## config.mk

```make
export PLATFORM = sky130hd
export DESIGN_NAME = lie_ram
export DESIGN_NICKNAME = d
export VERILOG_FILES = /design/src/lie_ram.sv
export SDC_FILE = /design/constraint.sdc
export NUM_CORES = 2
export LEC_CHECK = 0
export BUFFER_PORTS_ARGS = -buffer_cell sky130_fd_sc_hd__buf_2
export CAP_MARGIN = 10
export CORE_ASPECT_RATIO = 0.6
export CORE_MARGIN = 5
export CORE_UTILIZATION = 51
export CTS_CLUSTER_DIAMETER = 80
export DETAILED_ROUTE_END_ITERATION = 6
export PLACE_DENSITY = 0.67
export SLEW_MARGIN = 20
export SYNTH_ARGS = -nofsm -noshare
export SYNTH_HDL_FRONTEND = slang
export SYNTH_SLANG_ARGS = --single-unit
```

## constraint.sdc

```tcl
create_clock -name clk_i -period 3.35 [get_ports clk_i]
set_input_delay 0.335 -clock clk_i [delete_from_list [all_inputs] [get_ports clk_i]]
set_output_delay 0.335 -clock clk_i [all_outputs]
set_load 0.1 [all_outputs]
```

## src/lie_ram.sv

```systemverilog
// Generic single-write, single-read RAM with registered read data.
// No dependencies.
module lie_ram #(
  parameter int WIDTH = 20,
  parameter int DEPTH = 128,
  parameter int AW    = (DEPTH > 1) ? $clog2(DEPTH) : 1
) (
  input  logic             clk_i,
  input  logic             we_i,
  input  logic [AW-1:0]    waddr_i,
  input  logic [WIDTH-1:0] wdata_i,
  input  logic [AW-1:0]    raddr_i,
  output logic [WIDTH-1:0] rdata_o
);

  logic [WIDTH-1:0] mem_q [DEPTH];
  logic [WIDTH-1:0] rdata_q;

  always_ff @(posedge clk_i) begin
    if (we_i) begin
      mem_q[waddr_i] <= wdata_i;
    end
    rdata_q <= mem_q[raddr_i];
  end

  assign rdata_o = rdata_q;

endmodule

```

==> flow_summary.toml <==
[status]
status = "complete, no violations"

[yosys]
ys_ff_latch = 2580
syn_nets = 3848
yosysWarnings = 0
ys_async_sr_fraction = 0
avgSynthCellArea_um2 = 25.7
synth.area.mux_share = 0.195
synthFlopType = "edfxtp_1"
synth.largest_area_cell = "edfxtp_1"
synth_top_cell_area_share = 0.785
syn_area_mm2 = 0.0980
yosysSeqAreaShare = 0.789
synthTopCellsByArea = "edfxtp_1, mux4_2, clkbuf_1"
synth-compound-area-share = 0
synthXorXnorAreaFrac = 0
synth_cells = 3812
netlist_top_cells_count = "edfxtp_1, mux4_2, clkbuf_1"
ys_types = 15
synth_edf_count = 2560
synth_top_family_by_area = "multiplexers"
synth-simple-area-share = 0.00711
yosys.cell_count.top_type = "edfxtp_1"
synthAdderAreaFrac = 0

[timing]
rsz0062_at_grt = "no"
relSlewSlack = 0.342
period_needed_ns = 2.52
hold_viol_final = 0
fmax_ghz = 0.396
setup_slack_ns = 0.826
fin_crit_sh = 0.753
final-setup-viol-count = 0
drv_slew = 0
worst_pin_slew_ns = 0.987
fin_worst_skew_ns = 0.0481

[detailed_routing]
wl_mm = 245
via_per_inst = 6.48
wl_per_cell_um = 35.4
dr.pass1.iters = 5
antenna_left = 0
vias = 44796
drtIter0Drc = 6670
drc = 0

[clocking]
clk_pin_slew_ns = 0.07
insertion_delay_ns = 0.87
postCtsResizedCells = 0
cts_tree = "done"
clkSinkCount = 2580
cts.path.max_buffers = 4
cts_buffers = 222
clockRootBuffer = "clkbuf_16"
h-tree-depth = 4
cts.hold.buffers_added = 8
post_cts_buffers = 0

[worst_setup_path]
crit_fanout = 1
critPathKind = "flop to flop"
cp.arrival_ns = 3.24
r2r-start = "mem_q[119][15]"
worstSetupStartpoint = "mem_q[119][15]"
endpoint_kind = "flop"
cp-start-kind = "flop"
critPathRequiredTime_ns = 4.07

[power]
irDropWorstVdd_mv = 0.458
p_per_area_mw_per_mm2 = 578
p_leak_nw = 34.3

[layout]
nets = 4259
layout-drive-gt1-share = 0.377
final-instance-count-excl-fill = 6918
areaGrowthSynthToFinish_pct = 13.6
fillers = 13105
stdcell_area_mm2 = 0.111

[flow_run]
drv_cap = 0

[placed_design]
dpl_cell_area_mm2 = 0.104
gp_congestion = 0.803
dp_cells = 6505
post-dp-hpwl_mm = 142
preCtsSetupSlack_ns = -0.0614
port_buffers = 55

[global_route]
antenna_found_initial = 30
gr-total-overflow = 0
grt_pass1_vias = 44095
grt_pass1_wl_mm = 345
grt_max_degree = 129
grt_usage = 0.244

[die]
die_h_um = 349
num_io_pins = 56
start_util = 0.514
rows = 124
fp.coreArea_mm2 = 0.191
die_area_mm2 = 0.201
chipWidth_um = 576

[min_path]
worstHoldPathType = "primary input to flop"
min_from = "wdata_i[4]"
==> layout by cell type (no fill, tap or decap), types with 7 or more instances in the layout <==
master | netlist | layout
nor2b_1 | 7 | 7
mux4_2 | 840 | 840
clkbuf_16 | 0 | 224
bufinv_16 | 0 | 14
clkinv_1 | 0 | 47
buf_4 | 0 | 267
buf_12 | 0 | 74
buf_2 | 67 | 30
dlygate4sd3_1 | 0 | 11
nor3_2 | 0 | 9
mux2_2 | 20 | 20
dfxtp_1 | 20 | 20
nor2_2 | 0 | 119
nand3_1 | 12 | 12
clkinv_2 | 0 | 37
clkbuf_1 | 128 | 56
edfxtp_1 | 2560 | 2560
nand2_1 | 14 | 14
==> cell type report <==
cell class	instances	area, um2	area share
Antenna cell	5	12.5	0.000112
Clock buffer	286	5900	0.0530
Clock inverter	108	885	0.00795
Multi-Input combinational cell	1030	20200	0.181
Sequential cell	2580	77300	0.694
Tap cell	2520	3150	0.0283
Timing Repair Buffer	389	3890	0.0349
==> registers in the layout, indices dropped and copies added (netlist names) <==
register	cells
rdata_o	20
mem_q	2560
==> critical path: stages, from the launching register on <==
cell and delay (ns):
edfxtp_1 0.39, mux4_2 0.48, mux4_2 0.64, mux4_2 0.58
mux2_2 0.29
==> cells by family after synthesis <==
family / Yosys count
simple gates: 170
buf+inv: 202
flops: 2580
mux: 860
==> layer usage <==
| metal | vias to the layer above | global-route usage | part of all wire | routed length [um] |
|---|---|---|---|---|
| li1 | 17503 | - | - | - |
| met3 | 312 | 0.0807 | 0.13 | 32100 |
| met5 | - | 0 | 0.00029 | 70 |
| met1 | 24361 | 0.382 | 0.42 | 102000 |
| met4 | 10 | 0.0482 | 0.019 | 4630 |
| met2 | 2610 | 0.342 | 0.43 | 106000 |
==> where the power goes <==
part / switching [mW] / leakage [nW] / internal, mW
registers: 0.106 / 23.2 / 35.6
clock network: 11.2 / 3.32 / 13.5
logic: 2.41 / 7.84 / 1.48
total: 13.8 / 34.3 / 50.6
==> path summary, 6_finish.rpt <==
kind / end / depth (start not counted) / slack, ns
hold reg to reg: rdata_o[3] / 4 / 1.12
setup reg to reg: rdata_o[15] / 4 / 0.83
setup / recovery: rdata_o[15] / 4 / 0.83
hold / removal: mem_q[74][4] / 1 / 0.05
==> per-stage QoR <==
| step | utilization | power (mW) | hold WS (ns) | TNS (ns) |
|---|---|---|---|---|
| after floorplan | - | 38.4 | 0.434 | 0 |
| after global placement | 0.547 | 40.2 | 0.768 | -0.0551 |
| after detailed placement | 0.547 | 40.3 | 0.780 | -0.113 |
| after CTS | 0.583 | 64.7 | 0.00625 | 0 |
| after global routing | 0.584 | 66.3 | 0.0370 | 0 |
| final | 0.584 | 64.3 | 0.0479 | 0 |
Note: power is estimated with default switching activity, not from simulation.
