`src/lie_pkg.sv`:
```
// Shared types and constants for the Lagrange interpolation evaluator.
// No dependencies; lie_dp, lie_ctrl and the top level use this package.
package lie_pkg;

  localparam int MAX_POINTS_DEF = 128;
  localparam int FRAC_BITS_DEF  = 16;
  localparam int COORD_W        = 10;
  localparam int VAL_W          = 48;
  localparam int STATUS_W       = 2;
  localparam int CHUNK_W        = 16;
  localparam int CHUNK_IW       = 2;

  typedef enum logic [1:0] {
    OP_APPEND = 2'd0,
    OP_EVAL   = 2'd1,
    OP_CLEAR  = 2'd2
  } op_e;

  typedef enum logic [STATUS_W-1:0] {
    ST_OK  = 2'd0,
    ST_SAT = 2'd1,
    ST_DUP = 2'd2
  } status_e;

  typedef enum logic [3:0] {
    S_IDLE,
    S_DUP_RI,
    S_DUP_LI,
    S_DUP_RJ,
    S_DUP_CJ,
    S_EV_RI,
    S_EV_LI,
    S_EV_RJ,
    S_EV_LJ,
    S_DIV,
    S_MUL,
    S_TERM,
    S_SUM,
    S_OUT
  } state_e;

  typedef struct packed {
    logic                load_t;
    logic                clear_sum;
    logic                load_i;
    logic                load_j;
    logic                div_step;
    logic                mul_step;
    logic [CHUNK_IW-1:0] chunk;
    logic                term_done;
    logic                sum_add;
    logic                out_load;
    logic                out_dup;
  } cmd_t;

  typedef struct packed {
    logic x_eq;
  } sts_t;

endpackage

```
`src/lie_dp.sv`:
```
// Datapath: serial divider, chunked multiplier, term and sum accumulation, output register.
// Depends on lie_pkg; driven by lie_ctrl through lie_pkg::cmd_t.
module lie_dp #(
  parameter int FRAC_BITS = lie_pkg::FRAC_BITS_DEF
) (
  input  logic                            clk_i,
  input  logic                            rst_ni,
  input  lie_pkg::cmd_t                   cmd_i,
  output lie_pkg::sts_t                   sts_o,
  input  logic [lie_pkg::COORD_W-1:0]     eval_x_i,
  input  logic [2*lie_pkg::COORD_W-1:0]   rdata_i,
  output logic [lie_pkg::VAL_W-1:0]       value_o,
  output logic [lie_pkg::STATUS_W-1:0]    status_o
);

  localparam int CW  = lie_pkg::COORD_W;
  localparam int VW  = lie_pkg::VAL_W;
  localparam int DW  = CW + FRAC_BITS;
  localparam int PW  = VW + DW;
  localparam int NCH = (DW + lie_pkg::CHUNK_W - 1) / lie_pkg::CHUNK_W;
  localparam int QPW = NCH * lie_pkg::CHUNK_W;
  localparam int MW  = PW - FRAC_BITS;

  logic [CW-1:0]        t_q, xi_q;
  logic signed [VW-1:0] term_q, term_d, sum_q, sum_d;
  logic                 sat_q, sat_d;
  logic [CW:0]          rem_q, rem_d;
  logic [DW-1:0]        quo_q, quo_d;
  logic [CW-1:0]        den_q;
  logic [VW-1:0]        tmag_q;
  logic                 pneg_q;
  logic [PW-1:0]        acc_q, acc_d;
  logic [VW-1:0]        value_q;
  logic [lie_pkg::STATUS_W-1:0] status_q;

  logic [CW-1:0]        rx, ry;
  logic signed [CW:0]   num_s, den_s;
  logic [CW-1:0]        num_mag, den_mag;
  logic [CW:0]          rem_sh;
  logic                 ge;
  logic [QPW-1:0]       qpad;
  logic [lie_pkg::CHUNK_W-1:0] chunk;
  logic [VW+lie_pkg::CHUNK_W-1:0] pp;
  logic [MW-1:0]        m, lim;
  logic [VW-1:0]        mag;
  logic                 over;
  logic signed [VW:0]   s_ext;

  assign rx = rdata_i[CW-1:0];
  assign ry = rdata_i[2*CW-1:CW];
  assign sts_o.x_eq = (rx == xi_q);

  always_comb begin
    num_s   = $signed({1'b0, t_q}) - $signed({1'b0, rx});
    den_s   = $signed({1'b0, xi_q}) - $signed({1'b0, rx});
    num_mag = num_s[CW] ? CW'(-num_s) : num_s[CW-1:0];
    den_mag = den_s[CW] ? CW'(-den_s) : den_s[CW-1:0];

    rem_sh  = {rem_q[CW-1:0], quo_q[DW-1]};
    ge      = rem_sh >= {1'b0, den_q};
    rem_d   = ge ? rem_sh - {1'b0, den_q} : rem_sh;
    quo_d   = {quo_q[DW-2:0], ge};

    qpad    = QPW'(quo_q);
    chunk   = qpad[lie_pkg::CHUNK_W*cmd_i.chunk +: lie_pkg::CHUNK_W];
    pp      = tmag_q * chunk;
    acc_d   = acc_q + (PW'(pp) << (lie_pkg::CHUNK_W * cmd_i.chunk));

    // truncate the product toward zero, then clamp the magnitude to the 48-bit range
    m       = acc_q[PW-1:FRAC_BITS];
    lim     = pneg_q ? (MW'(1) << (VW-1)) : ((MW'(1) << (VW-1)) - MW'(1));
    over    = m > lim;
    mag     = over ? lim[VW-1:0] : m[VW-1:0];
    term_d  = pneg_q ? -$signed(mag) : $signed(mag);

    s_ext   = {sum_q[VW-1], sum_q} + {term_q[VW-1], term_q};
    if (s_ext[VW] != s_ext[VW-1]) begin
      sum_d = s_ext[VW] ? {1'b1, {(VW-1){1'b0}}} : {1'b0, {(VW-1){1'b1}}};
    end else begin
      sum_d = s_ext[VW-1:0];
    end

    sat_d = sat_q;
    if (cmd_i.term_done && over) begin
      sat_d = 1'b1;
    end
    if (cmd_i.sum_add && (s_ext[VW] != s_ext[VW-1])) begin
      sat_d = 1'b1;
    end
    if (cmd_i.clear_sum) begin
      sat_d = 1'b0;
    end
  end

  always_ff @(posedge clk_i or negedge rst_ni) begin
    if (!rst_ni) begin
      sat_q <= 1'b0;
    end else begin
      sat_q <= sat_d;
    end
  end

  always_ff @(posedge clk_i) begin
    if (cmd_i.load_t) begin
      t_q <= eval_x_i;
    end
    if (cmd_i.clear_sum) begin
      sum_q <= '0;
    end else if (cmd_i.sum_add) begin
      sum_q <= sum_d;
    end
    if (cmd_i.load_i) begin
      xi_q   <= rx;
      term_q <= VW'({ry, {FRAC_BITS{1'b0}}});
    end else if (cmd_i.term_done) begin
      term_q <= term_d;
    end
    if (cmd_i.load_j) begin
      quo_q  <= {num_mag, {FRAC_BITS{1'b0}}};
      rem_q  <= '0;
      den_q  <= den_mag;
      tmag_q <= term_q[VW-1] ? VW'(-term_q) : term_q;
      pneg_q <= term_q[VW-1] ^ (num_s[CW] ^ den_s[CW]);
      acc_q  <= '0;
    end else begin
      if (cmd_i.div_step) begin
        rem_q <= rem_d;
        quo_q <= quo_d;
      end
      if (cmd_i.mul_step) begin
        acc_q <= acc_d;
      end
    end
    if (cmd_i.out_load) begin
      value_q  <= cmd_i.out_dup ? '0 : sum_q;
      status_q <= cmd_i.out_dup ? lie_pkg::ST_DUP : (sat_q ? lie_pkg::ST_SAT : lie_pkg::ST_OK);
    end
  end

  assign value_o  = value_q;
  assign status_o = status_q;

endmodule

```
`config.mk`:
```
export PLATFORM = sky130hd
export DESIGN_NAME = lie_dp
export DESIGN_NICKNAME = d
export VERILOG_FILES = /design/src/lie_pkg.sv /design/src/lie_dp.sv
export SDC_FILE = /design/constraint.sdc
export NUM_CORES = 2
export LEC_CHECK = 0
export BUFFER_PORTS_ARGS = -buffer_cell sky130_fd_sc_hd__buf_2
export CORE_ASPECT_RATIO = 1.2
export CORE_UTILIZATION = 35
export DETAILED_ROUTE_END_ITERATION = 8
export GPL_TIMING_DRIVEN = 0
export PLACE_DENSITY_LB_ADDON = 0.08
export SYNTH_ARGS = -nofsm -noshare
export SYNTH_HDL_FRONTEND = slang
export SYNTH_SLANG_ARGS = --single-unit
```
`constraint.sdc`:
```
create_clock -name clk_i -period 17.54 [get_ports clk_i]
set_input_delay 4.385 -clock clk_i [delete_from_list [all_inputs] [get_ports clk_i]]
set_output_delay 4.385 -clock clk_i [all_outputs]
set_load 0.03 [all_outputs]
```
==> run metrics <==
mapped cell area=0.0491 mm²; vias in the first global route=42800; FF+latch area=0.00822 mm²; count leader, synth=inv_1; area grow syn2layout=8.62%; DRT Wirelength=191 mm; Hold EP=acc_q[4]; Startpoint Class=input pin; Crit Path Max Fanout=19; # rows=150; first-pass GRT wire length=285 mm; Initial Util=35.2%; area of the multi-input gates=0.0366 mm²; First-pass DRT Iterations=6; #FFs+latches synth=336; TNS Setup=0 ns; EDFF count, synth=149; Netlist cell types=85; Overflow after GRT=0; Rel. slew slack=17.4%; Slew Limit Fails=0; Max Fclk=58.2 MHz; Final nets=6977; Port Buffers=89; register area share after synthesis=16.8%; CTS root buffer=clkbuf_16; Crit path largest cell delay=0.64 ns; Vias/cell=5.37; post-synth top area cell=fa_1; Yosys top cell area share=26.4%; status=completed; I/O pin total=95; class of the worst hold path=flop to flop; Final Setup Violations=0; end of the worst register-to-register path=acc_q[73]; PwrDens=132 mW/mm²; # Max-Cap Violations=0; Hold Crit Start=acc_q[4]; Clock Latency Late Sink=0.61 ns; Wirelength per Cell=24.5 µm; unrepaired setup endpoints after global routing=false; CP Capture Type=flop; Worst Max-Slew Pin Slew=1.24 ns; Slowest-stage cell, CP=clkbuf_2; largest net degree at the start of global routing=52; DIE HEIGHT=412 µm; endpoints failing hold=0; CP Buf/Inv Count=11; Top delay family on crit path=compound AO/OA/AOI/OAI gates; layout cells sized above 1=3.85%; dpl hpwl=158 mm; Critical Path RT=18.01 ns; clk sink count=336; Net Count, Synth=6847; clock buffer depth=3; Clock Pin Slew Worst Setup and Hold Paths=0.07 ns; Hold Path Stages=2; Final Core Density=38.3%; htree depth=2; TritonCTS clock tree=done; top cells by area, synth=fa_1 (26%), edfxtp_1 (9.1%), ha_1 (8.7%), dfxtp_1 (7.6%), inv_1 (6.3%); CTS Hold Bufs=0; Core ar.=0.139 mm²; Reg-to-Reg Start=quo_q[9]; R2R setup slack=4.31 ns; Horiz. Die Dim=344 µm; final worst path period need=17.18 ns; commonest cells in the netlist=inv_1 (826), nand2_1 (816), fa_1 (647); DR iter-0 viols=3016; IR drop worst, VDD=0.000110 V; Syn Area/Cell=8.44 µm²; Top FF cell, synth=dfxtp_1; Tot GR Track Use=27.1%; Pleak=25.0 nW; CTS buffer count=41; routability cong.=0.954; die area=0.142 mm²; Yosys warning total=0; ANT nets after route=0; Max Clock Skew=0.0308 ns; filler cell count=14700; Crit Path Category=input pin to flop; ys async rst share=0.298%; WP data arrival=17.65 ns; Worst Reg2Reg Path Length in Cells=37; Tcrit/Tclk final=97.9%; initial antenna violation count=7; DR vias=41900; Synth Instances=5816; Remaining DRCs=0
==> cell type report <==
type / instances / share of cell area (%)
multi-input combinational: 4340 / 68.6
sequential: 336 / 15.4
inverter: 828 / 5.83
tap: 1824 / 4.28
buffer: 306 / 2.19
clock buffer: 53 / 2.18
timing repair buffer: 93 / 1.00
clock inverter: 23 / 0.434
antenna: 3 / 0.0141
==> repair_timing <==
action | 4_1_cts | 5_1_grt
pin swaps | 0 | 0
resized for setup | 9 | 16
setup buffers | 0 | 0
endpoints found under the setup margin | 8 | 7
==> placed cells by master (no fill, tap or decap), types with 45 or more instances in the layout <==
cell type and count:
o22ai_1 45, nand3_1 66, a21oi_1 292, nand2_1 816, xnor2_1 171, nand4_1 53, clkbuf_1 276, nand2b_1 50
o21ai_0 199, a21o_1 156, nor3_1 69, nor2_1 355, inv_1 826, ha_1 340, nor2b_1 88, edfxtp_1 149
buf_2 89, fa_1 647, and2_1 124, mux2i_1 99, o21bai_1 47, xor2_1 74, and3_1 173, dfxtp_1 186
==> worst max-delay path by stage <==
stage                   from         to  depth (start not counted)
finish              cmd_i[4]  acc_q[73]                         42
global route        cmd_i[4]  acc_q[73]                         41
CTS                 cmd_i[4]  acc_q[73]                         43
detailed placement  cmd_i[4]  acc_q[72]                         43
global placement    cmd_i[4]  acc_q[72]                         43
floorplan           cmd_i[4]  acc_q[72]                         43
==> state kept, by name (all words and copies together) (netlist names) <==
name and cells:
term_q 48, t_q 10, tmag_q 48, acc_q 74
rem_q 10, value_o 48, sat_q 1, status_o 2
pneg_q 1, xi_q 10, sum_q 48, quo_q 26
den_q 10
==> kinds of logic (layout without fill, tap and decap cells) <==
group                    after synthesis  after routing  share of synthesized area [%]
AO/OA/AOI/OAI                       1076           1076                           14.2
XOR/XNOR                             245            245                           4.37
adder cells (fa/ha/maj)              999            999                           35.3
buffers and inverters               1140           1303                           8.72
flip-flops                           336            336                           16.8
multiplexers                         106            106                           2.20
other                                  0              3                              0
AND/OR/NAND/NOR                     1914           1914                           18.4
==> power by group <==
group / internal [W] / switching, W / leakage (nW)
combinational: 0.00155 / 0.00303 / 21.3
clock: 0.000518 / 0.000397 / 0.682
sequential: 0.00107 / 0.000485 / 3.06
total: 0.00314 / 0.00391 / 25.0
==> tightest hold or removal path, stage by stage, from the launching register on <==
cell and delay [ns]:
dfxtp_1 0.32, nand2_1 0.06, a21oi_1 0.05
==> metrics by stage <==
stage	hold slack, ns	instance area (µm²)	instances	total power [W]	setup slack [ns]
after detailed placement	0.460	51900	7733	0.00606	-1.30
after floorplan	0.445	49100	5816	0.00433	2.99
after CTS	0.472	53300	7808	0.00701	0.0107
after global routing	0.490	53300	7803	0.00755	0.109
final	0.476	53300	7806	0.00704	0.365
after global placement	0.459	51800	7729	0.00605	-1.39
==> per-layer routing <==
layer  GRT usage, %  share of wire, %
met3           2.21               4.2
met1           35.7                43
met5              0             0.014
met2           46.6                48
met4           9.35               4.0
Note: power is estimated with default switching activity, not from simulation.
