[config.mk]
export PLATFORM = sky130hd
export DESIGN_NAME = lie_ctrl
export DESIGN_NICKNAME = d
export VERILOG_FILES = /design/src/lie_pkg.sv /design/src/lie_ctrl.sv
export SDC_FILE = /design/constraint.sdc
export NUM_CORES = 1
export LEC_CHECK = 0
export BUFFER_PORTS_ARGS = -buffer_cell sky130_fd_sc_hd__clkbuf_2
export CAP_MARGIN = 25
export CORE_MARGIN = 3
export CORE_UTILIZATION = 59
export DETAILED_ROUTE_END_ITERATION = 8
export PLACE_DENSITY = 0.8
export SYNTH_ARGS = -nofsm -noshare
export SYNTH_HDL_FRONTEND = slang
export SYNTH_SLANG_ARGS = --single-unit
export TNS_END_PERCENT = 20
[constraint.sdc]
create_clock -name clk_i -period 3.5 [get_ports clk_i]
set_clock_uncertainty 0.05 [all_clocks]
set_input_delay 0.175 -clock clk_i [delete_from_list [all_inputs] [get_ports clk_i]]
set_output_delay 0.175 -clock clk_i [all_outputs]
set_load 0.05 [all_outputs]
[src/lie_pkg.sv]
// Shared types and constants for the Lagrange interpolation evaluator.
// No dependencies; lie_dp, lie_ctrl and the top level use this package.
package lie_pkg;

  localparam int MAX_POINTS_DEF = 128;
  localparam int FRAC_BITS_DEF  = 16;
  localparam int COORD_W        = 10;
  localparam int VAL_W          = 48;
  localparam int STATUS_W       = 2;
  localparam int CHUNK_W        = 16;
  localparam int CHUNK_IW       = 2;

  typedef enum logic [1:0] {
    OP_APPEND = 2'd0,
    OP_EVAL   = 2'd1,
    OP_CLEAR  = 2'd2
  } op_e;

  typedef enum logic [STATUS_W-1:0] {
    ST_OK  = 2'd0,
    ST_SAT = 2'd1,
    ST_DUP = 2'd2
  } status_e;

  typedef enum logic [3:0] {
    S_IDLE,
    S_DUP_RI,
    S_DUP_LI,
    S_DUP_RJ,
    S_DUP_CJ,
    S_EV_RI,
    S_EV_LI,
    S_EV_RJ,
    S_EV_LJ,
    S_DIV,
    S_MUL,
    S_TERM,
    S_SUM,
    S_OUT
  } state_e;

  typedef struct packed {
    logic                load_t;
    logic                clear_sum;
    logic                load_i;
    logic                load_j;
    logic                div_step;
    logic                mul_step;
    logic [CHUNK_IW-1:0] chunk;
    logic                term_done;
    logic                sum_add;
    logic                out_load;
    logic                out_dup;
  } cmd_t;

  typedef struct packed {
    logic x_eq;
  } sts_t;

endpackage

[src/lie_ctrl.sv]
// Controller: opcode handling, point count, loop counters and sequencing of the datapath.
// Depends on lie_pkg; issues lie_pkg::cmd_t to lie_dp.
module lie_ctrl #(
  parameter int MAX_POINTS = lie_pkg::MAX_POINTS_DEF,
  parameter int FRAC_BITS  = lie_pkg::FRAC_BITS_DEF,
  parameter int AW         = (MAX_POINTS > 1) ? $clog2(MAX_POINTS) : 1
) (
  input  logic            clk_i,
  input  logic            rst_ni,
  input  logic            in_valid_i,
  output logic            in_ready_o,
  input  lie_pkg::op_e    opcode_i,
  output logic            out_valid_o,
  input  logic            out_ready_i,
  output logic            we_o,
  output logic [AW-1:0]   waddr_o,
  output logic [AW-1:0]   raddr_o,
  output lie_pkg::cmd_t   cmd_o,
  input  lie_pkg::sts_t   sts_i
);

  localparam int CNTW = $clog2(MAX_POINTS + 1);
  localparam int DW   = lie_pkg::COORD_W + FRAC_BITS;
  localparam int DCW  = $clog2(DW);
  localparam int NCH  = (DW + lie_pkg::CHUNK_W - 1) / lie_pkg::CHUNK_W;

  lie_pkg::state_e state_q, state_d;
  logic [CNTW-1:0] count_q, count_d, i_q, i_d, j_q, j_d;
  logic [DCW-1:0]  dcnt_q, dcnt_d;
  logic [lie_pkg::CHUNK_IW-1:0] kcnt_q, kcnt_d;
  logic            dup_q, dup_d;
  logic            oval_q, oval_d;
  logic            accept;

  assign in_ready_o  = (state_q == lie_pkg::S_IDLE);
  assign accept      = in_valid_i && in_ready_o;
  assign out_valid_o = oval_q;

  // next state and counters
  always_comb begin
    state_d = state_q;
    count_d = count_q;
    i_d     = i_q;
    j_d     = j_q;
    dcnt_d  = dcnt_q;
    kcnt_d  = kcnt_q;
    dup_d   = dup_q;
    unique case (state_q)
      lie_pkg::S_IDLE: begin
        if (accept) begin
          case (opcode_i)
            lie_pkg::OP_APPEND: begin
              if (count_q < CNTW'(MAX_POINTS)) begin
                count_d = count_q + 1'b1;
              end
            end
            lie_pkg::OP_CLEAR: count_d = '0;
            lie_pkg::OP_EVAL: begin
              dup_d = 1'b0;
              i_d   = '0;
              state_d = (count_q == '0) ? lie_pkg::S_OUT : lie_pkg::S_DUP_RI;
            end
            default: ;
          endcase
        end
      end
      lie_pkg::S_DUP_RI: begin
        if ((i_q + 1'b1) >= count_q) begin
          i_d     = '0;
          state_d = lie_pkg::S_EV_RI;
        end else begin
          j_d     = i_q + 1'b1;
          state_d = lie_pkg::S_DUP_LI;
        end
      end
      lie_pkg::S_DUP_LI: state_d = lie_pkg::S_DUP_RJ;
      lie_pkg::S_DUP_RJ: state_d = lie_pkg::S_DUP_CJ;
      lie_pkg::S_DUP_CJ: begin
        if (sts_i.x_eq) begin
          dup_d   = 1'b1;
          state_d = lie_pkg::S_OUT;
        end else if ((j_q + 1'b1) < count_q) begin
          j_d     = j_q + 1'b1;
          state_d = lie_pkg::S_DUP_RJ;
        end else begin
          i_d     = i_q + 1'b1;
          state_d = lie_pkg::S_DUP_RI;
        end
      end
      lie_pkg::S_EV_RI: state_d = lie_pkg::S_EV_LI;
      lie_pkg::S_EV_LI: begin
        j_d     = '0;
        state_d = lie_pkg::S_EV_RJ;
      end
      lie_pkg::S_EV_RJ: begin
        if (j_q == count_q) begin
          state_d = lie_pkg::S_SUM;
        end else if (j_q == i_q) begin
          j_d = j_q + 1'b1;
        end else begin
          state_d = lie_pkg::S_EV_LJ;
        end
      end
      lie_pkg::S_EV_LJ: begin
        dcnt_d  = '0;
        state_d = lie_pkg::S_DIV;
      end
      lie_pkg::S_DIV: begin
        dcnt_d = dcnt_q + 1'b1;
        if (dcnt_q == DCW'(DW - 1)) begin
          kcnt_d  = '0;
          state_d = lie_pkg::S_MUL;
        end
      end
      lie_pkg::S_MUL: begin
        kcnt_d = kcnt_q + 1'b1;
        if (kcnt_q == lie_pkg::CHUNK_IW'(NCH - 1)) begin
          state_d = lie_pkg::S_TERM;
        end
      end
      lie_pkg::S_TERM: begin
        j_d     = j_q + 1'b1;
        state_d = lie_pkg::S_EV_RJ;
      end
      lie_pkg::S_SUM: begin
        i_d     = i_q + 1'b1;
        state_d = ((i_q + 1'b1) == count_q) ? lie_pkg::S_OUT : lie_pkg::S_EV_RI;
      end
      lie_pkg::S_OUT: begin
        if (!oval_q || out_ready_i) begin
          state_d = lie_pkg::S_IDLE;
        end
      end
      default: state_d = lie_pkg::S_IDLE;
    endcase
  end

  // commands to the datapath and the point store
  always_comb begin
    cmd_o   = '0;
    we_o    = 1'b0;
    waddr_o = count_q[AW-1:0];
    raddr_o = i_q[AW-1:0];
    unique case (state_q)
      lie_pkg::S_IDLE: begin
        if (accept && (opcode_i == lie_pkg::OP_APPEND) && (count_q < CNTW'(MAX_POINTS))) begin
          we_o = 1'b1;
        end
        if (accept && (opcode_i == lie_pkg::OP_EVAL)) begin
          cmd_o.load_t    = 1'b1;
          cmd_o.clear_sum = 1'b1;
        end
      end
      lie_pkg::S_DUP_RI: raddr_o = i_q[AW-1:0];
      lie_pkg::S_DUP_LI: cmd_o.load_i = 1'b1;
      lie_pkg::S_DUP_RJ: raddr_o = j_q[AW-1:0];
      lie_pkg::S_DUP_CJ: ;
      lie_pkg::S_EV_RI:  raddr_o = i_q[AW-1:0];
      lie_pkg::S_EV_LI:  cmd_o.load_i = 1'b1;
      lie_pkg::S_EV_RJ:  raddr_o = j_q[AW-1:0];
      lie_pkg::S_EV_LJ:  cmd_o.load_j = 1'b1;
      lie_pkg::S_DIV:    cmd_o.div_step = 1'b1;
      lie_pkg::S_MUL: begin
        cmd_o.mul_step = 1'b1;
        cmd_o.chunk    = kcnt_q;
      end
      lie_pkg::S_TERM:   cmd_o.term_done = 1'b1;
      lie_pkg::S_SUM:    cmd_o.sum_add = 1'b1;
      lie_pkg::S_OUT: begin
        cmd_o.out_dup  = dup_q;
        cmd_o.out_load = !oval_q || out_ready_i;
      end
      default: ;
    endcase
  end

  assign oval_d = (oval_q && !out_ready_i) || cmd_o.out_load;

  always_ff @(posedge clk_i or negedge rst_ni) begin
    if (!rst_ni) begin
      state_q <= lie_pkg::S_IDLE;
      count_q <= '0;
      i_q     <= '0;
      j_q     <= '0;
      dcnt_q  <= '0;
      kcnt_q  <= '0;
      dup_q   <= 1'b0;
      oval_q  <= 1'b0;
    end else begin
      state_q <= state_d;
      count_q <= count_d;
      i_q     <= i_d;
      j_q     <= j_d;
      dcnt_q  <= dcnt_d;
      kcnt_q  <= kcnt_d;
      dup_q   <= dup_d;
      oval_q  <= oval_d;
    end
  end

  a_count_max: assert property (@(posedge clk_i) disable iff (!rst_ni)
    count_q <= CNTW'(MAX_POINTS))
    else $error("point count beyond store depth");

  a_load_j_ne_i: assert property (@(posedge clk_i) disable iff (!rst_ni)
    cmd_o.load_j |-> (j_q != i_q) && (j_q < count_q))
    else $error("factor taken for own point or beyond count");

  a_sum_in_range: assert property (@(posedge clk_i) disable iff (!rst_ni)
    cmd_o.sum_add |-> (i_q < count_q) && (j_q == count_q))
    else $error("term added before its factors were complete");

  a_out_follows: assert property (@(posedge clk_i) disable iff (!rst_ni)
    cmd_o.out_load |=> oval_q && (state_q == lie_pkg::S_IDLE))
    else $error("result load did not raise output valid");

endmodule

==> flow_summary.yaml, run 1 <==
sta:
  tns_ns: 0
  fin_ws_ns: 0.254
  period_needed_ns: 3.25
  setup_violations: 0
  fmax_mhz: 308
  rsz0062_at_grt: "false"
  hold_slack_ns: 0.126
  slew_viol_final: 0
  tightest_slew_ns: 1.05
  hold_viol: 0
  finalCritPeriodShare: 0.927
  slew_headroom: 0.290
global_route:
  met2_usage: 0.416
  grt_use_met3: 0.0420
  antenna_found_initial: 0
  grt_start_max_net_pins: 38
  grt_pass1_vias: 2553
  top_usage_layer: "met2"
  met1_usage: 0.343
  gr-usage-all-layers: 0.252
  grt_pass1_wl_um: 12600
  grt-ovfl-total: 0
synth:
  yosysSeqAreaShare: 0.293
  synth_cell_types: 55
  synth_top_area_frac: 0.293
  synth_area_leaders: "dfrtp_1 29%, ha_1 9.1%, xor2_1 6.1%"
  yosysWarnings: 0
  synthCells: 359
  syn-cell-area_um2: 3160
  ys_async_sr_fraction: 1.00
  synth_edf_count: 0
  synth_nets: 389
  avgSynthCellArea_um2: 8.80
  ys_seq_elements: 37
  synthFlopType: "dfrtp_1"
  yosysTopAreaCell: "dfrtp_1"
power_and_ir_drop:
  powerDensity_nw_per_um2: 214
  irDropWorstVdd_mv: 0.177
  leakage_nw: 1.64
detailed_routing:
  drtAntennaViolNets: 0
  drt-total-wl_um: 7560
  viasPerCell: 6.02
  drc: 0
  dr.pass1.iters: 5
  vias: 2713
  dr.first_iter.drc_count: 215
  post_drt_wl_per_cell_um: 16.8
worst_hold_path:
  hp-class: "in2reg"
floorplanning:
  chipWidth_um: 79.2
  ios: 36
  die_h_um: 79.2
  dieArea_um2: 6270
  rows: 26
  initial_core_util: 0.615
  core_area_um2: 5140
cells_and_area:
  layout-drive-gt1-share: 0.194
  nNetsFinal: 412
  diodes: 0
  area_growth_pct: 7.72
clock_network:
  clkLatencyLatePin_ns: 0.29
  cts_buffers: 5
  cts_tree: "yes"
  root_buffer: "clkbuf_8"
  htreeDepth: 2
  clock_path_buffers: 2
  clkTransAtPathRegs_ns: 0.07
  cts_sinks: 37
  postCtsSetupRepairBufs: 0
placement:
  gp_congestion: 0.891
  portBuffers: 35
  place_ws_ns: 0.259
  hpwl_um: 5710
setup_path:
  cp_cell_sequence: "and3_1, nand3_1, nor2_1, xnor2_1, inv_1, ha_1, nand4_1, o31ai_4, nor4_4, o221ai_4, mux2_4"
  worst_path_max_delay_cell: "dfrtp_1"
  arrival_ns: 3.37
  worstSetupPathType: "reg2reg"
  end_kind: "flip-flop"
  critPathLaunchType: "flip-flop"
  worstPathRequired_ns: 3.62
  crit_fanout: 9
  slowest_delay_ns: 0.51
job:
  drv_cap: 0
outcome:
  outcome: "complete, no violations"
[metal layers]
metal  vias up  wire length, µm
met5         -                0
met4         0              115
met3        17              488
met2       112             3640
met1      1281             3310
li1       1303                -
[placed cells by master (no fill, tap or decap), types with 2 or more instances in the layout]
cell type,count
nand2b_1,5
nand3_1,15
o22ai_1,10
nor3_1,4
nand2_1,21
buf_4,3
inv_1,34
xor2_1,22
and3_1,6
nor4_1,4
a211oi_1,2
clkbuf_2,35
nor2_1,25
ha_1,23
o41ai_1,2
a21oi_1,18
o21ai_0,15
o31ai_1,3
nand3b_1,2
xnor2_1,7
dfrtp_1,37
nand4_1,9
clkbuf_8,5
a31oi_1,3
mux2_1,6
inv_2,3
o31a_1,2
o211ai_1,2
o21ai_1,7
and2_1,2
nor4_2,3
o21a_1,3
nor2b_1,6
mux2_2,8
mux2_4,8
[sequential cells by signal (all words and copies together), names as in the netlist]
register and count:
i_q 8, kcnt_q 2, state_q 4, dup_q 1
j_q 8, dcnt_q 5, count_q 8, out_valid_o 1
[power breakdown]
part / internal (W) / total (W) / switching, W
registers: 0.000428 / 0.000428 / 0.000000207
logic: 0.00000763 / 0.0000223 / 0.0000147
clock network: 0.000131 / 0.000278 / 0.000147
[area by class of cell]
type,count,area [µm²]
multi-input cells,261,1950
well taps,70,87.6
clock inverters,1,5.00
repair buffers,40,228
flip-flops and latches,37,926
inverters,37,139
clock buffers,5,68.8
fillers,459,1740
[cell usage after synthesis, types with 4 or more instances]
| cell | instances |
|---|---|
| xor2_1 | 22 |
| mux2_1 | 6 |
| o21ai_1 | 7 |
| nor4_1 | 4 |
| nand4_1 | 9 |
| dfrtp_1 | 37 |
| nand3_1 | 15 |
| nand2b_1 | 5 |
| buf_4 | 9 |
| nor2b_1 | 6 |
| o21ai_0 | 15 |
| ha_1 | 23 |
| and3_1 | 6 |
| nor2_1 | 25 |
| mux2_2 | 8 |
| nand2_1 | 21 |
| xnor2_1 | 7 |
| o22ai_1 | 10 |
| clkbuf_1 | 5 |
| inv_1 | 34 |
| buf_2 | 6 |
| nor3_1 | 4 |
| mux2_4 | 8 |
| a21oi_1 | 18 |
[timing repair]
item / CTS / global route
resized for setup: 0 / 1
hold buffers: 0 / 1
endpoints found under the setup margin: 0 / 8
hold endpoints to repair: 0 / 37
[final timing paths]
| path | start | to | slack, ns | depth (start not counted) |
|---|---|---|---|---|
| setup reg to reg | i_q[0] | j_q[6] | 0.25 | 11 |
| setup / recovery | i_q[0] | j_q[6] | 0.25 | 11 |
| max in group asynchronous | rst_ni | i_q[3] | 2.84 | 3 |
| hold / removal | out_ready_i | out_valid_o | 0.13 | 3 |
| hold reg to reg | kcnt_q[1] | kcnt_q[1] | 0.46 | 2 |
| min in group asynchronous | rst_ni | count_q[2] | 0.16 | 2 |
[kinds of logic after synthesis]
logic type                 Yosys count  share of synthesized area
buffers and inverters               61                     0.0927
and+or+nand+nor                    112                      0.199
DFF                                 37                      0.293
muxes                               22                     0.0879
adders and majority gates           23                     0.0911
xor gates and xnor gates            29                     0.0804
AOI/OAI and AO/OA                   75                      0.156
[metrics by stage]
step,instance area [µm²],instances,power [W],util
after floorplan,3160,359,0.000442,-
after global placement,3290,443,0.000455,0.640
after detailed placement,3290,443,0.000455,0.640
after CTS,3360,449,0.000728,0.655
after global routing,3400,451,0.000754,0.662
final,3400,451,0.000728,0.662
[worst max-delay path, delay by kind of cell (launching register included)]
kind / cells / cell delay, ns
compound gates: 2 / 0.85
simple gates: 5 / 0.77
flops: 1 / 0.51
mux: 1 / 0.34
fa+ha+maj: 1 / 0.32
xor+xnor: 1 / 0.19
buf+inv: 1 / 0.09
Power figures use the tool's default switching activity.
==> run 2: changes to the inputs <==
--- a/config.mk
+++ b/config.mk
@@ -8,9 +8,10 @@
 export BUFFER_PORTS_ARGS = -buffer_cell sky130_fd_sc_hd__clkbuf_2
 export CAP_MARGIN = 25
 export CORE_MARGIN = 3
-export CORE_UTILIZATION = 59
+export CORE_UTILIZATION = 61
+export CTS_BUF_LIST = sky130_fd_sc_hd__clkbuf_4
 export DETAILED_ROUTE_END_ITERATION = 8
-export PLACE_DENSITY = 0.8
+export PLACE_DENSITY = 0.83
 export SYNTH_ARGS = -nofsm -noshare
 export SYNTH_HDL_FRONTEND = slang
 export SYNTH_SLANG_ARGS = --single-unit
==> run 2 against run 1 <==
Sequential cell count did not move. Design area fell by 1.7%. Hold slack got worse by 0.071 ns. Critical path type unchanged. Critical endpoint is now i_q[7]. Largest cell class unchanged.
==> flow_summary.yaml, run 2 (synthesis gave the netlist of run 1 again) <==
placement:
  hpwl_um: 5580
  gp_congestion: 0.967
  place_ws_ns: 0.291
  portBuffers: 35
sta:
  finalCritPeriodShare: 0.936
  hold_slack_ns: 0.0553
  rsz0062_at_grt: "false"
  hold_viol: 0
  period_needed_ns: 3.28
  tns_ns: 0
  setup_violations: 0
  slew_viol_final: 0
  fmax_mhz: 305
  tightest_slew_ns: 0.933
  slew_headroom: 0.371
  fin_ws_ns: 0.224
setup_path:
  crit_fanout: 8
  worst-r2r-cell-count: 10
  r2r_slack_ns: 0.22
  worstPathRequired_ns: 3.67
  r2r-end: "i_q[7]"
  slowest_delay_ns: 0.55
  worst_path_max_delay_cell: "dfrtp_1"
  end_kind: "flip-flop"
  critPathLaunchType: "flip-flop"
  cp_common_cell: "ha_1"
  worstSetupPathType: "reg2reg"
  arrival_ns: 3.45
  timing.rr.start: "j_q[1]"
  cp_cell_sequence: "ha_1, nand3_1, xor2_1, inv_1, ha_1, nand4_1, a21oi_1, o22ai_1, nor3_4, mux2_1"
power_and_ir_drop:
  clkPwrFrac: 0.325
  pwr-share-seq: 0.646
  p_sw_w: 0.000148
  comb_power_share: 0.029
  powerDensity_nw_per_um2: 198
  p_int_w: 0.000514
  sw_frac_of_total: 0.224
  irDropWorstVdd_mv: 0.190
  leakage_nw: 1.62
cells_and_area:
  final_cell_mix: "37 x dfrtp_1, 35 x clkbuf_2, 34 x inv_1, 25 x nor2_1, 23 x ha_1"
  area_growth_pct: 5.90
  layout-drive-gt1-share: 0.192
  nNetsFinal: 411
  regArea_um2: 926
  multi_input_area_um2: 1940
  final_common_cell: "dfrtp_1"
  fillers: 406
  diodes: 0
  reg_top3: "count_q x8, i_q x8, j_q x8"
clock_network:
  clock_path_buffers: 2
  clkLatencyLatePin_ns: 0.35
  cts_buffers: 5
  htreeDepth: 2
  cts_tree: "yes"
  root_buffer: "clkbuf_4"
  postCtsSetupRepairBufs: 0
  clkTransAtPathRegs_ns: 0.11
  cts_sinks: 37
detailed_routing:
  drtAntennaViolNets: 0
  drt-total-wl_um: 7220
  dr.first_iter.drc_count: 126
  viasPerCell: 6.02
  drc: 0
  post_drt_wl_per_cell_um: 16.1
  dr.pass1.iters: 5
  vias: 2697
floorplanning:
  die_h_um: 78.0
  dieArea_um2: 6080
  ios: 36
  initial_core_util: 0.652
  chipWidth_um: 78.0
  rows: 25
  core_area_um2: 4850
global_route:
  grt-ovfl-total: 0
  gr-usage-all-layers: 0.249
  antenna_found_initial: 0
  grt_pass1_wl_um: 12000
  grt_start_max_net_pins: 38
  grt_pass1_vias: 2497
worst_hold_path:
  hp-class: "in2reg"
  holdPathStages: 3
  min_to: "out_valid_o"
  worstHoldStart: "out_ready_i"
outcome:
  outcome: "complete, no violations"
job:
  drv_cap: 0
## run 2: cell count changes in the layout (fill, tap and decap cells not counted), sizes merged
| cell | previous run | this run |
|---|---|---|
| buf | 4 | 3 |
| clkbuf | 40 | 41 |
## run 2: power by group through the flow
| stage | Sequential [W] | Combinational [W] | Clock [W] |
|---|---|---|---|
| 6_report | 0.000428 | 0.0000192 | 0.000215 |
| 4_1_cts | 0.000428 | 0.0000195 | 0.000220 |
| 3_3_place_gp | 0.000436 | 0.0000184 | 0 |
| 5_1_grt | 0.000428 | 0.0000221 | 0.000240 |
| 3_5_place_dp | 0.000436 | 0.0000186 | 0 |
| 2_1_floorplan | 0.000436 | 0.00000530 | 0 |
## run 2: worst max-delay path by stage
stage	cells past startpoint	start	slack (ns)	end
6_report	10	j_q[1]	0.22	i_q[7]
5_1_grt	11	i_q[0]	0.002	j_q[7]
4_1_cts	11	i_q[0]	0.26	j_q[1]
3_5_place_dp	11	i_q[0]	0.29	j_q[1]
3_3_place_gp	10	j_q[4]	0.35	i_q[1]
2_1_floorplan	11	i_q[0]	0.60	j_q[0]
## run 2: through the flow
step                      power [W]  area, µm²  utilization  std cells
after CTS                  0.000668       3350        0.690        448
after global placement     0.000454       3290        0.678        440
after detailed placement   0.000455       3290        0.678        440
after global routing       0.000690       3350        0.690        448
final                      0.000662       3350        0.690        448
after floorplan            0.000442       3160            -        359
## run 2: final cells by class
| type | instances | area share |
|---|---|---|
| clock buffer | 6 | 0.0135 |
| clock inverter | 1 | 0.00112 |
| inverter | 37 | 0.0415 |
| multi-input combinational | 261 | 0.580 |
| sequential | 37 | 0.277 |
| tap | 67 | 0.0251 |
| timing repair buffer | 39 | 0.0621 |
## run 2: worst max-delay path: cells and delay by family (launching register included)
kind	cells	cell delay, ns
buf+inv	1	0.08
mux	1	0.36
simple gates	3	0.60
fa+ha+maj	2	0.60
flops	1	0.55
compound gates	2	0.63
xor+xnor	1	0.29
## run 2: per-layer routing
metal / vias to the layer above / part of all wire / global-route usage
met3: 16 / 0.054 / 0.0394
li1: 1301 / - / -
met4: 0 / 0.019 / 0.0857
met2: 93 / 0.46 / 0.395
met1: 1287 / 0.46 / 0.344
met5: - / 0 / 0
## run 2: what timing repair did
action / 4_1_cts / 5_1_grt
gates resized for setup: 0 / 0
hold buffers: 1 / 0
hold endpoints to repair: 37 / 0
